<file path="config.mk">
export PLATFORM = sky130hd
export DESIGN_NAME = tcw_cursor_step
export DESIGN_NICKNAME = d
export VERILOG_FILES = /design/src/hw/rtl/tcw_pkg.sv /design/src/hw/rtl/tcw_cursor_step.sv
export SDC_FILE = /design/constraint.sdc
export NUM_CORES = 1
export LEC_CHECK = 0
export ABC_AREA = 1
export BUFFER_PORTS_ARGS = -buffer_cell sky130_fd_sc_hd__buf_4
export CELL_PAD_IN_SITES_DETAIL_PLACEMENT = 0
export CELL_PAD_IN_SITES_GLOBAL_PLACEMENT = 1
export CORE_MARGIN = 2
export CORE_UTILIZATION = 31
export DETAILED_ROUTE_END_ITERATION = 8
export MAX_ROUTING_LAYER = met4
export PLACE_DENSITY_LB_ADDON = 0.1
export SETUP_SLACK_MARGIN = 0.2
export SLEW_MARGIN = 20
export SYNTH_ARGS = -nofsm -noshare
export SYNTH_HDL_FRONTEND = slang
export SYNTH_SLANG_ARGS = --single-unit
</file>
<file path="constraint.sdc">
create_clock -name vclk -period 3.7
set_clock_uncertainty 0.2 [all_clocks]
set_input_delay 0.74 -clock vclk [all_inputs]
set_output_delay 0.74 -clock vclk [all_outputs]
set_load 0.02 [all_outputs]
</file>
<file path="src/hw/rtl/tcw_pkg.sv">
// ----------------------------------------------------------------------------
// tcw_pkg
// Types and constants shared by the text console writer modules.
// ----------------------------------------------------------------------------
package tcw_pkg;

   localparam int CURSOR_ROW_W = 5;
   localparam int CURSOR_COL_W = 7;
   localparam int CHAR_W       = 8;
   localparam int ATTR_W       = 8;
   localparam int BG_W         = 3;
   localparam int CELL_W       = CHAR_W + ATTR_W;

   localparam logic [CHAR_W-1:0] LINE_FEED       = 8'h0A;
   localparam logic [CHAR_W-1:0] CARRIAGE_RETURN = 8'h0D;
   localparam logic [CHAR_W-1:0] SPACE_CHAR      = 8'h20;
   localparam logic [ATTR_W-1:0] KEEP_MASK       = 8'h8F;
   localparam logic [ATTR_W-1:0] ATTR_RESET      = 8'h0F;

   // register word index on the csr port
   localparam logic REG_ATTRIBUTE = 1'b0;

   typedef enum logic [1:0] {
      REQ_PUT,
      REQ_CLEAR,
      REQ_BACKGROUND,
      REQ_READ
   } req_kind_type;

   typedef enum logic [2:0] {
      ST_INIT,
      ST_IDLE,
      ST_READ,
      ST_SWEEP,
      ST_DRAIN,
      ST_DONE
   } state_type;

   typedef enum logic [1:0] {
      SW_INIT,
      SW_COPY,
      SW_CLEAR,
      SW_BACKGROUND
   } sweep_type;

   typedef struct packed {
      logic write_cell;
      logic scroll;
   } put_ctl_type;

endpackage

</file>
<file path="src/hw/rtl/tcw_cursor_step.sv">
// ----------------------------------------------------------------------------
// tcw_cursor_step
// Next cursor position for a put request, with cell write and scroll flags.
// ----------------------------------------------------------------------------
module tcw_cursor_step #(
   parameter int ROWS = 25,
   parameter int COLS = 80
) (
   input  logic [$clog2(ROWS)-1:0]      row,
   input  logic [$clog2(COLS)-1:0]      col,
   input  logic [tcw_pkg::CHAR_W-1:0]   char_code,
   output logic [$clog2(ROWS)-1:0]      row_next,
   output logic [$clog2(COLS)-1:0]      col_next,
   output tcw_pkg::put_ctl_type         ctl
);

   localparam int RW = $clog2(ROWS);
   localparam int CW = $clog2(COLS);

   logic [RW:0] row_t;
   logic [CW:0] col_t;

   always_comb begin
      row_t          = {1'b0, row};
      col_t          = {1'b0, col};
      ctl.write_cell = 1'b0;
      ctl.scroll     = 1'b0;
      if (char_code == tcw_pkg::LINE_FEED) begin
         row_t = row_t + (RW+1)'(1);
         col_t = '0;
      end else if (char_code == tcw_pkg::CARRIAGE_RETURN) begin
         col_t = '0;
      end else begin
         ctl.write_cell = 1'b1;
         col_t          = col_t + (CW+1)'(1);
      end
      if (col_t == (CW+1)'(COLS)) begin
         col_t = '0;
         row_t = row_t + (RW+1)'(1);
      end
      if (row_t == (RW+1)'(ROWS)) begin
         row_t      = (RW+1)'(ROWS - 1);
         ctl.scroll = 1'b1;
      end
      row_next = row_t[RW-1:0];
      col_next = col_t[CW-1:0];
   end

endmodule

</file>
== Yosys cells after proc, flatten, opt, wreduce, memory -nomap -nowiden ==
Cells that the tools add are included.

* Logic and storage cells: 16
* Register bits: 0
* Bits of input ports: 20

* $add $sub $neg: 3
* Eq/ne operators: 4
* Mux-type cells: 9

{| class="wikitable"
|+ Operators by type and width
! kind !! count
|-
| $eq 8x4->1 const B || 2
|-
| $mux 8 || 2
|-
| $mux 6 || 2
|-
| $add 7x1->8 const B || 1
|-
| $eq 8x7->1 const B || 1
|-
| $mux 7 || 1
|-
| $add 5x1->6 const B || 1
|-
| $add 6x1->6 const B || 1
|-
| $eq 6x5->1 const B || 1
|-
| $mux 5 || 1
|-
| $mux 1 || 3
|}

== Logic depth before layout (Yosys ltp) ==
Gate-level depths: netlist of run 1.

* Depth after elaboration: 7
* Depth in mapped cells: 16
* Depth with buffers taken out: 16

== Worst setup path before layout of run 1 ==
No wires, ideal clock.

* Path type: input-to-output
* From: input port char_code[7] in the netlist's numbering
* To: output port row_next[0]
* Stages on the path: 15
* Data required time: 2.760 ns
* Slack: 0.542 ns
* Arrival: 2.218 ns
* Path buffers: 0
* Path through: nor2_1 -> nand2_1 -> nor2_4 -> inv_2 -> nand2_1 -> nand2_1 -> ha_1 -> nand3b_1 -> nand2_1 -> nand2_1 -> nand2_2 -> nor2_2 -> nand3_2 -> nand2_1 -> inv_1

* Word-level cells in the longest chain between the ends: 7

{| class="wikitable"
|+ RTL lines
! element !! line !! text
|-
| start, declared || tcw_cursor_step.sv:11 || <nowiki>input logic [tcw_pkg::CHAR_W-1:0] char_code,</nowiki>
|-
| parallel branches: the longest is 4 deep, another holds $add 6x1->6 || -- ||
|-
| $mux 6 * || tcw_cursor_step.sv:37 || <nowiki>if (col_t == (CW+1)'(COLS)) begin</nowiki>
|-
| $eq 6x5->1 || tcw_cursor_step.sv:41 || <nowiki>if (row_t == (RW+1)'(ROWS)) begin</nowiki>
|-
| $mux 5 * || tcw_cursor_step.sv:41 ||
|-
| end, declared || tcw_cursor_step.sv:12 || <nowiki>output logic [$clog2(ROWS)-1:0] row_next,</nowiki>
|}

Every way passes the cells marked *.

== Worst setup path after layout of run 1 ==
* From: input port char_code[0] in the netlist's numbering
* To: output port row_next[0]

Same word-level chain as after synthesis.

==> run summary, run 1 <==
Peak supply drop = 0.0493 mV
Run status = finished clean
Number of fill cells = 223
Largest net degree at the start of global routing = 8
Met1 layer wirelength in the final routing = 760 um
Internal Dissipation = 44.2 uW
Cell Count, Final, Fillers Out = 189
Buffers plus inverters on the worst setup path = 4
Required @ worst endpoint = 2760 ps
Worst Tran Pin Value = 171 ps
Area added between synthesis and finish = 49.8%
Fraction of power consumed by the clock network = 0%
Highest-delay cell along the critical path = ha_2
Leakage dissipation = 0.000563 uW
Sequential cell area in the final layout = 0 um2
Launch point of the worst hold path = col[0]
Portion of total power attributed to sequential cells = 0%
Count of antenna diodes in the layout = 0
Fraction of the cycle the final worst path needs = 89.7%
Final #Nets = 187
Std-Cell Rows = 16
Final weighted congestion in routability-driven placement = 0.786
FF+latch count = 0
Total power density per cell area = 103 nW/um2
Type of the worst setup path = in2out
Width of the chip = 49.1 um
Kind of path behind the tightest hold check = in2out
Total of endpoints with negative setup slack in the final report = 0
Kind of cell adding the most delay to the critical path = simple AND/OR/NAND/NOR gates
Boundary pin count = 34
Critical Path Most Common Cell = nand2_1
Ranking of synthesized cells by area = nand2_1 (28%), inv_1 (13%), nor2_1 (8.3%)
Cell area after placement = 920 um2
Dominant combinational cell family by area after synthesis = simple AND/OR/NAND/NOR gates
Data arrival, critical path = 2380 ps
Summed area of non-filler cells in the final layout = 945 um2
Number of antenna violations at the first check in global routing = 0
Commonest non-fill, non-tap cells in the layout = nand2_1 (46), buf_4 (35), inv_1 (21)
Cells traversed along the worst timing path = buf_4 -> nor2_1 -> nand2_1 -> nor2_4 -> inv_2 -> o21ai_4 -> ha_2 -> nand3b_1 -> nand2_1 -> nand2_1 -> nor2_2 -> nand3_2 -> nand2_1 -> inv_1 -> buf_4
Final total negative setup slack = 0 ps
Area fraction in and, or, nand and nor cells after synthesis = 69.0%
Net count of the mapped netlist = 150
Antenna-violating nets left = 0
Hold Crit Depth = 3
Post-Syn Instances = 127
Fraction of power spent switching nets = 54.7%
Post-Synth Adder-Cell Area = 5.95%
Number of optimization iterations in the first detailed-route pass = 4
Number of buffer cells added on primary ports = 34
Yosys warning count = 0
Fin. Hold Viols = 0
Post-synthesis area per instance = 4.97 um2
Most common library cell in the layout ignoring fill and taps = nand2_1
Total wire length after detailed routing = 1.49 mm
Overall global routing resource usage = 12.7%
Category of the worst setup path launch point = input pin
Wire length of the first global-routing pass = 2.61 mm
DRC violation count after routing = 0
Fraction of layout instances using a drive strength above 1 = 35.8%
Number of pins with negative max-slew slack in the final report = 0
Clock tree buffer count of the final layout = 0
Share of the synthesized area in compound gates (AO/OA/AOI/OAI) = 6.75%
Switching power = 53.4 uW
Initial core utilization = 32.5%
Xor and xnor area share after synthesis = 2.78%
Sum of met2 wire segment lengths after detailed routing = 666 um
HPWL after detailed placement = 1.31 mm
Min-Delay Endpoint = col_next[0]
Worst-case headroom to the max-slew limit = 88.5%
Top routing layer in use = met3
Achievable Freq = 301 MHz
1st-iter DRT viols = 15
Vias/cell = 4.26
Setup repair after global routing missed its margin = false
Part of the power in combinational logic = 100.0%
Die Y-Extent = 49.1 um
Max stage delay on crit path = 280 ps
DR WL met3 = 60 um
Proportion of netlist area held by the largest area contributor = 28.0%
Largest area contributor in the netlist = nand2_1
Largest driver fanout on the critical path = 4
Post-synthesis cell type count = 21
Cells after DPL = 188
Sequential element share of the synthesized area = 0%
Area of the multi-input gates = 551 um2
Kind of capture point of the worst setup path = output port
Core area = 1940 um2
Post-synthesis instance area = 631 um2
Sum of overflow across all layers after global routing = 0
Vias in the first global route = 670
Clock period minus final worst setup slack = 3320 ps
Routed wire per std cell = 7.87 um
DR vias = 806
Post-synthesis mux area share = 0%
Die area = 2410 um2
Maximum Capacitance Violations = 0
## cells in the mapped netlist
library cell  count
o21ai_2           3
clkinv_1          2
inv_1            21
nand2_4           1
xor2_1            1
nor2_4            3
nor2_2            1
nor3_1            2
o21bai_1          1
nand3b_1          2
nand3_2           3
nor2_1           14
inv_2             3
xnor2_1           1
nand3_1          10
or2_1             1
a21oi_2           1
ha_1              3
nand4_1           3
nand2_1          47
nand2_2           4
## through the flow
stage               hold slack, ps  setup slack [ps]  power (uW)  utilization [%]
floorplan                     1330               542        53.9                -
global placement              1590               325        95.3             47.4
global route                  1610               215         109             48.6
detailed placement            1590               298        96.1             47.4
CTS                           1590               289        96.4             47.4
finish                        1600               380        97.6             48.6
## worst max-delay path by stage
| stage | startpoint | end | slack (ps) | depth (start not counted) |
|---|---|---|---|---|
| floorplan | char_code[7] | row_next[0] | 540 | 15 |
| global placement | col[0] | row_next[0] | 320 | 15 |
| detailed placement | char_code[7] | row_next[0] | 300 | 16 |
| CTS | char_code[7] | row_next[0] | 290 | 16 |
| global route | char_code[0] | row_next[0] | 220 | 16 |
| finish | char_code[0] | row_next[0] | 380 | 15 |
## area by class of cell
| type | count | share of cell area, % |
|---|---|---|
| Multi-Input combinational cell | 101 | 58.3 |
| Timing Repair Buffer | 35 | 27.8 |
| Inverter | 26 | 10.3 |
| Tap cell | 27 | 3.58 |
## cell families (layout without fill, tap and decap cells)
logic type / Yosys count / in the layout
compound gates: 5 / 5
xor+xnor: 2 / 2
fa+ha+maj: 3 / 3
buf+inv: 26 / 61
simple gates: 91 / 91
## worst min-delay path, stage by stage
cell and delay, ps:
buf_4 110, a21oi_2 50, buf_4 150
## timing repair
item                       4_1_cts  5_1_grt
hold endpoints to repair         0        0
setup buffers                    0        1
setup endpoints to repair        0        2
hold buffers                     0        0
resized for setup                0        5
## power groups by stage
stage	sequential, uW	clock [uW]	combinational (uW)
2_1_floorplan	0	0	53.9
3_3_place_gp	0	0	95.3
3_5_place_dp	0	0	96.1
4_1_cts	0	0	96.4
5_1_grt	0	0	109
6_report	0	0	97.6
## metal layers
layer / up-vias / GRT usage [%]
met2: 19 / 21.4
li1: 460 / -
met4: 0 / 0
met1: 327 / 18.1
met5: - / -
met3: 0 / 0
Note: power is estimated with default switching activity, not from simulation.
==> run 2, diff against run 1 <==
Settings changed: CORE_MARGIN 2 to not set.
==> run 2 against run 1 <==
Against the previous run: cell count is 1.1% lower; die area is 8.0% lower; critical path depth stayed put; setup slack better by 2.0 ps; sequential share of layout area stayed put; maximum frequency hardly changed; global-route usage is 2.3 points higher; sequential cell count stayed put; final area stayed put; largest cell class unchanged; largest power group unchanged.
==> run summary, run 2 (synthesis results as in run 1) <==
Run status = finished clean
Final critical-path setup slack = 382 ps
Area of the multi-input gates = 553 um2
Number of optimization iterations in the first detailed-route pass = 4
Launch point of the worst hold path = col[0]
Maximum Capacitance Violations = 0
Boundary pin count = 34
Part of the power in combinational logic = 100.0%
Worst Tran Pin Value = 197 ps
Hold Crit Depth = 3
Worst-case headroom to the max-slew limit = 86.9%
Std-Cell Rows = 15
Cells after DPL = 186
Sequential cell area in the final layout = 0 um2
DR vias = 847
Internal Dissipation = 44.4 uW
Fraction of the cycle the final worst path needs = 89.7%
Largest driver fanout on the critical path = 7
Number of pins with negative max-slew slack in the final report = 0
Cell Count, Final, Fillers Out = 187
Min-Delay Endpoint = col_next[0]
Category of the worst setup path launch point = input pin
Switching power = 54.3 uW
Final #Nets = 187
Clock tree buffer count of the final layout = 0
Vias/cell = 4.53
Number of fill cells = 204
Critical path launch point = col[0]
Wire length of the first global-routing pass = 2.48 mm
Sum of overflow across all layers after global routing = 0
Pre-CTS setup slack = 280 ps
Fin. Hold Viols = 0
Die Y-Extent = 47.1 um
Final weighted congestion in routability-driven placement = 0.779
Type of the worst setup path = in2out
Fraction of layout instances using a drive strength above 1 = 36.4%
Initial core utilization = 34.6%
Fraction of power consumed by the clock network = 0%
Kind of path behind the tightest hold check = in2out
Width of the chip = 47.1 um
Count of antenna diodes in the layout = 0
Peak supply drop = 0.0557 mV
Area added between synthesis and finish = 49.8%
Final total negative setup slack = 0 ps
Die area = 2220 um2
Routed wire per std cell = 8.52 um
Data arrival, critical path = 2380 ps
Antenna-violating nets left = 0
Total power density per cell area = 105 nW/um2
1st-iter DRT viols = 17
Overall power after layout = 98.7 uW
Number of antenna violations at the first check in global routing = 0
HPWL after detailed placement = 1.33 mm
Largest net degree at the start of global routing = 8
Leakage dissipation = 0.000563 uW
Achievable Freq = 301 MHz
Number of hold-repair buffers added at the cts stage = 0
Fraction of power spent switching nets = 55.0%
Total of endpoints with negative setup slack in the final report = 0
Vias in the first global route = 630
Kind of capture point of the worst setup path = output port
Setup repair after global routing missed its margin = false
Total wire length after detailed routing = 1.59 mm
DRC violation count after routing = 0
Overall global routing resource usage = 15.0%
Most common library cell in the layout ignoring fill and taps = nand2_1
FF+latch count = 0
Portion of total power attributed to sequential cells = 0%
Required @ worst endpoint = 2760 ps
Clock period minus final worst setup slack = 3320 ps
Number of buffer cells added on primary ports = 34
Commonest non-fill, non-tap cells in the layout = nand2_1 (46), buf_4 (35), inv_1 (21)
Core area = 1820 um2
-- run 2: per-layer routing --
metal	wire, um	GRT usage, %
met2	799	24.2
met4	0	0
met5	0	-
met3	52	0
met1	742	22.3
-- run 2: how the worst max path moves through the flow --
| stage | end | slack [ps] | cells past startpoint |
|---|---|---|---|
| after global placement | row_next[0] | 330 | 15 |
| after global routing | row_next[0] | 190 | 15 |
| final | row_next[0] | 380 | 15 |
| after detailed placement | row_next[0] | 280 | 16 |
| after CTS | row_next[0] | 290 | 16 |
| after floorplan | row_next[0] | 540 | 15 |
-- run 2: critical path, cell delays in order --
cell     delay, ps
buf_4          130
ha_2           220
nor2_2         140
nor2_1          70
nor2_2         120
nand3_2        100
nor2_4         170
nand2_4         90
inv_2          100
nand3_1        100
nand2_2         80
nand3_2         80
nand2_1         60
inv_1           30
buf_4          140
-- run 2: final cells by class --
| class | instances | share of cell area, % |
|---|---|---|
| Timing Repair Buffer | 35 | 27.8 |
| Tap cell | 25 | 3.31 |
| Multi-Input combinational cell | 101 | 58.5 |
| Inverter | 26 | 10.3 |
-- run 2: stage by stage --
step	instance area, um2	util, %	hold slack, ps
after floorplan	631	-	1330
after global placement	917	50.4	1590
after detailed placement	917	50.4	1590
after CTS	917	50.4	1590
after global routing	945	51.9	1610
final	945	51.9	1590
-- run 2: power groups by stage --
| stage | registers (uW) | logic [uW] | clock network, uW |
|---|---|---|---|
| after floorplan | 0 | 53.9 | 0 |
| after global placement | 0 | 94.9 | 0 |
| after detailed placement | 0 | 96.2 | 0 |
| after CTS | 0 | 96.6 | 0 |
| after global routing | 0 | 110 | 0 |
| final | 0 | 98.7 | 0 |
-- run 2: repair_timing --
action                                 4_1_cts  5_1_grt
setup buffers                                0        1
gates resized for setup                      0        6
setup endpoints to repair                    0        2
endpoints found under the hold margin        0        0
==> run 3, diff against run 2 <==
Settings changed: SLEW_MARGIN 20 to 5.
Clock period 3.7 ns to 3.93 ns, I/O delays scaled along.
==> run 3 against run 2 <==
Against the previous run: first-iteration DRC count increased by 5.9%; cell count stayed put; wire length decreased by 7.7%; critical path type unchanged; combinational power down 8.8%; count of clock-buffer cells in the layout stayed put; setup slack better by 72 ps; largest cell class unchanged; non-clock buffer count stayed put; total power fell by 8.8%; via count decreased by 3.4%; sequential cell count stayed put; final area down 2.1%; largest power group unchanged; critical path depth did not move.
==> run summary, run 3 (synthesis results as in run 1) <==
Run status = finished clean
Total power density per cell area = 97.4 nW/um2
Final total negative setup slack = 0 ps
Std-Cell Rows = 15
Total wire length after detailed routing = 1.47 mm
DR vias = 818
Fraction of layout instances using a drive strength above 1 = 33.3%
Achievable Freq = 288 MHz
Global Route met1 Usage = 22.3%
Leakage dissipation = 0.000565 uW
DRC violation count after routing = 0
Die area = 2220 um2
Data arrival, critical path = 2490 ps
Routed wire per std cell = 7.87 um
Sequential cell area in the final layout = 0 um2
Antenna-violating nets left = 0
Required @ worst endpoint = 2940 ps
Boundary pin count = 34
Type of the worst setup path = in2out
Number of buffer cells added on primary ports = 34
Final weighted congestion in routability-driven placement = 0.779
Met3 Resource Use GR = 0%
Hold Crit Depth = 3
Worst-case headroom to the max-slew limit = 86.8%
Count of antenna diodes in the layout = 0
Largest net degree at the start of global routing = 8
Internal Dissipation = 40.9 uW
Fraction of power spent switching nets = 54.6%
M2 GR Usage = 24.2%
FF+latch count = 0
Kind of capture point of the worst setup path = output port
Launch point of the worst hold path = col[0]
HPWL after detailed placement = 1.33 mm
Commonest non-fill, non-tap cells in the layout = nand2_1 (47), buf_4 (35), inv_1 (21)
Width of the chip = 47.1 um
Min-Delay Endpoint = col_next[0]
Total of endpoints with negative setup slack in the final report = 0
Wire length of the first global-routing pass = 2.48 mm
Vias/cell = 4.37
Sum of overflow across all layers after global routing = 0
Pre-CTS setup slack = 418 ps
Final #Nets = 187
Category of the worst setup path launch point = input pin
Vias in the first global route = 630
Number of pins with negative max-slew slack in the final report = 0
Clock period minus final worst setup slack = 3480 ps
Die Y-Extent = 47.1 um
Switching power = 49.2 uW
Part of the power in combinational logic = 100.0%
Summed area of non-filler cells in the final layout = 925 um2
Fraction of power consumed by the clock network = 0%
Peak supply drop = 0.0517 mV
Fin. Hold Viols = 0
Kind of path behind the tightest hold check = in2out
Final critical-path setup slack = 454 ps
Most congested layer reported by global routing = met2
Most common library cell in the layout ignoring fill and taps = nand2_1
Number of optimization iterations in the first detailed-route pass = 4
Overall global routing resource usage = 15.0%
Worst Tran Pin Value = 197 ps
Setup repair after global routing missed its margin = false
Clock tree buffer count of the final layout = 0
1st-iter DRT viols = 18
Cell area after placement = 917 um2
Maximum Capacitance Violations = 0
Area added between synthesis and finish = 46.6%
Portion of total power attributed to sequential cells = 0%
Largest driver fanout on the critical path = 7
Number of antenna violations at the first check in global routing = 0
Fraction of the cycle the final worst path needs = 88.5%
Initial core utilization = 34.6%
Core area = 1820 um2
==> run 3: per-stage QoR <==
step	instances	util, %	power (uW)	hold WS (ps)
2_1_floorplan	127	-	50.8	1430
3_3_place_gp	186	50.4	89.4	1680
3_5_place_dp	186	50.4	90.6	1680
4_1_cts	186	50.4	90.9	1690
5_1_grt	187	50.8	101	1700
6_report	187	50.8	90.0	1680
==> run 3: per-layer routing <==
metal  vias to the layer above  wire length, um
met5                         -                0
met4                         0                0
met3                         0               49
met2                        19              704
met1                       338              717
li1                        461                -
==> run 3: layout make-up <==
class | instances | area [um2]
timing repair buffer | 35 | 263
inverter | 26 | 97.6
fill | 204 | 896
tap | 25 | 31.3
multi-input combinational | 101 | 533
==> run 3: power by group through the flow <==
stage / combinational, uW / sequential (uW) / clock, uW
after floorplan: 50.8 / 0 / 0
after global placement: 89.4 / 0 / 0
after detailed placement: 90.6 / 0 / 0
after CTS: 90.9 / 0 / 0
after global routing: 101 / 0 / 0
final: 90.0 / 0 / 0
==> run 3: worst max-delay path by stage <==
stage / from / to / cells after the start
2_1_floorplan: char_code[7] / row_next[0] / 15
3_3_place_gp: col[0] / row_next[0] / 15
3_5_place_dp: char_code[7] / row_next[0] / 16
4_1_cts: char_code[7] / row_next[0] / 16
5_1_grt: col[0] / row_next[0] / 15
6_report: col[0] / row_next[0] / 15
==> run 3: critical path, stage by stage <==
cell and delay, ps:
buf_4 130, ha_1 260, nor2_1 160, nor2_1 60, nor2_1 140, nand3_2 110, nor2_4 170, nand2_4 90
inv_2 90, nand3_1 100, nand2_2 80, nand3_2 80, nand2_1 60, inv_1 30, buf_4 140
==> run 3: timing repair <==
item,4_1_cts,5_1_grt
setup endpoints to repair,0,1
hold endpoints to repair,0,0
resized for setup,0,0
setup buffers,0,1
hold buffers,0,0
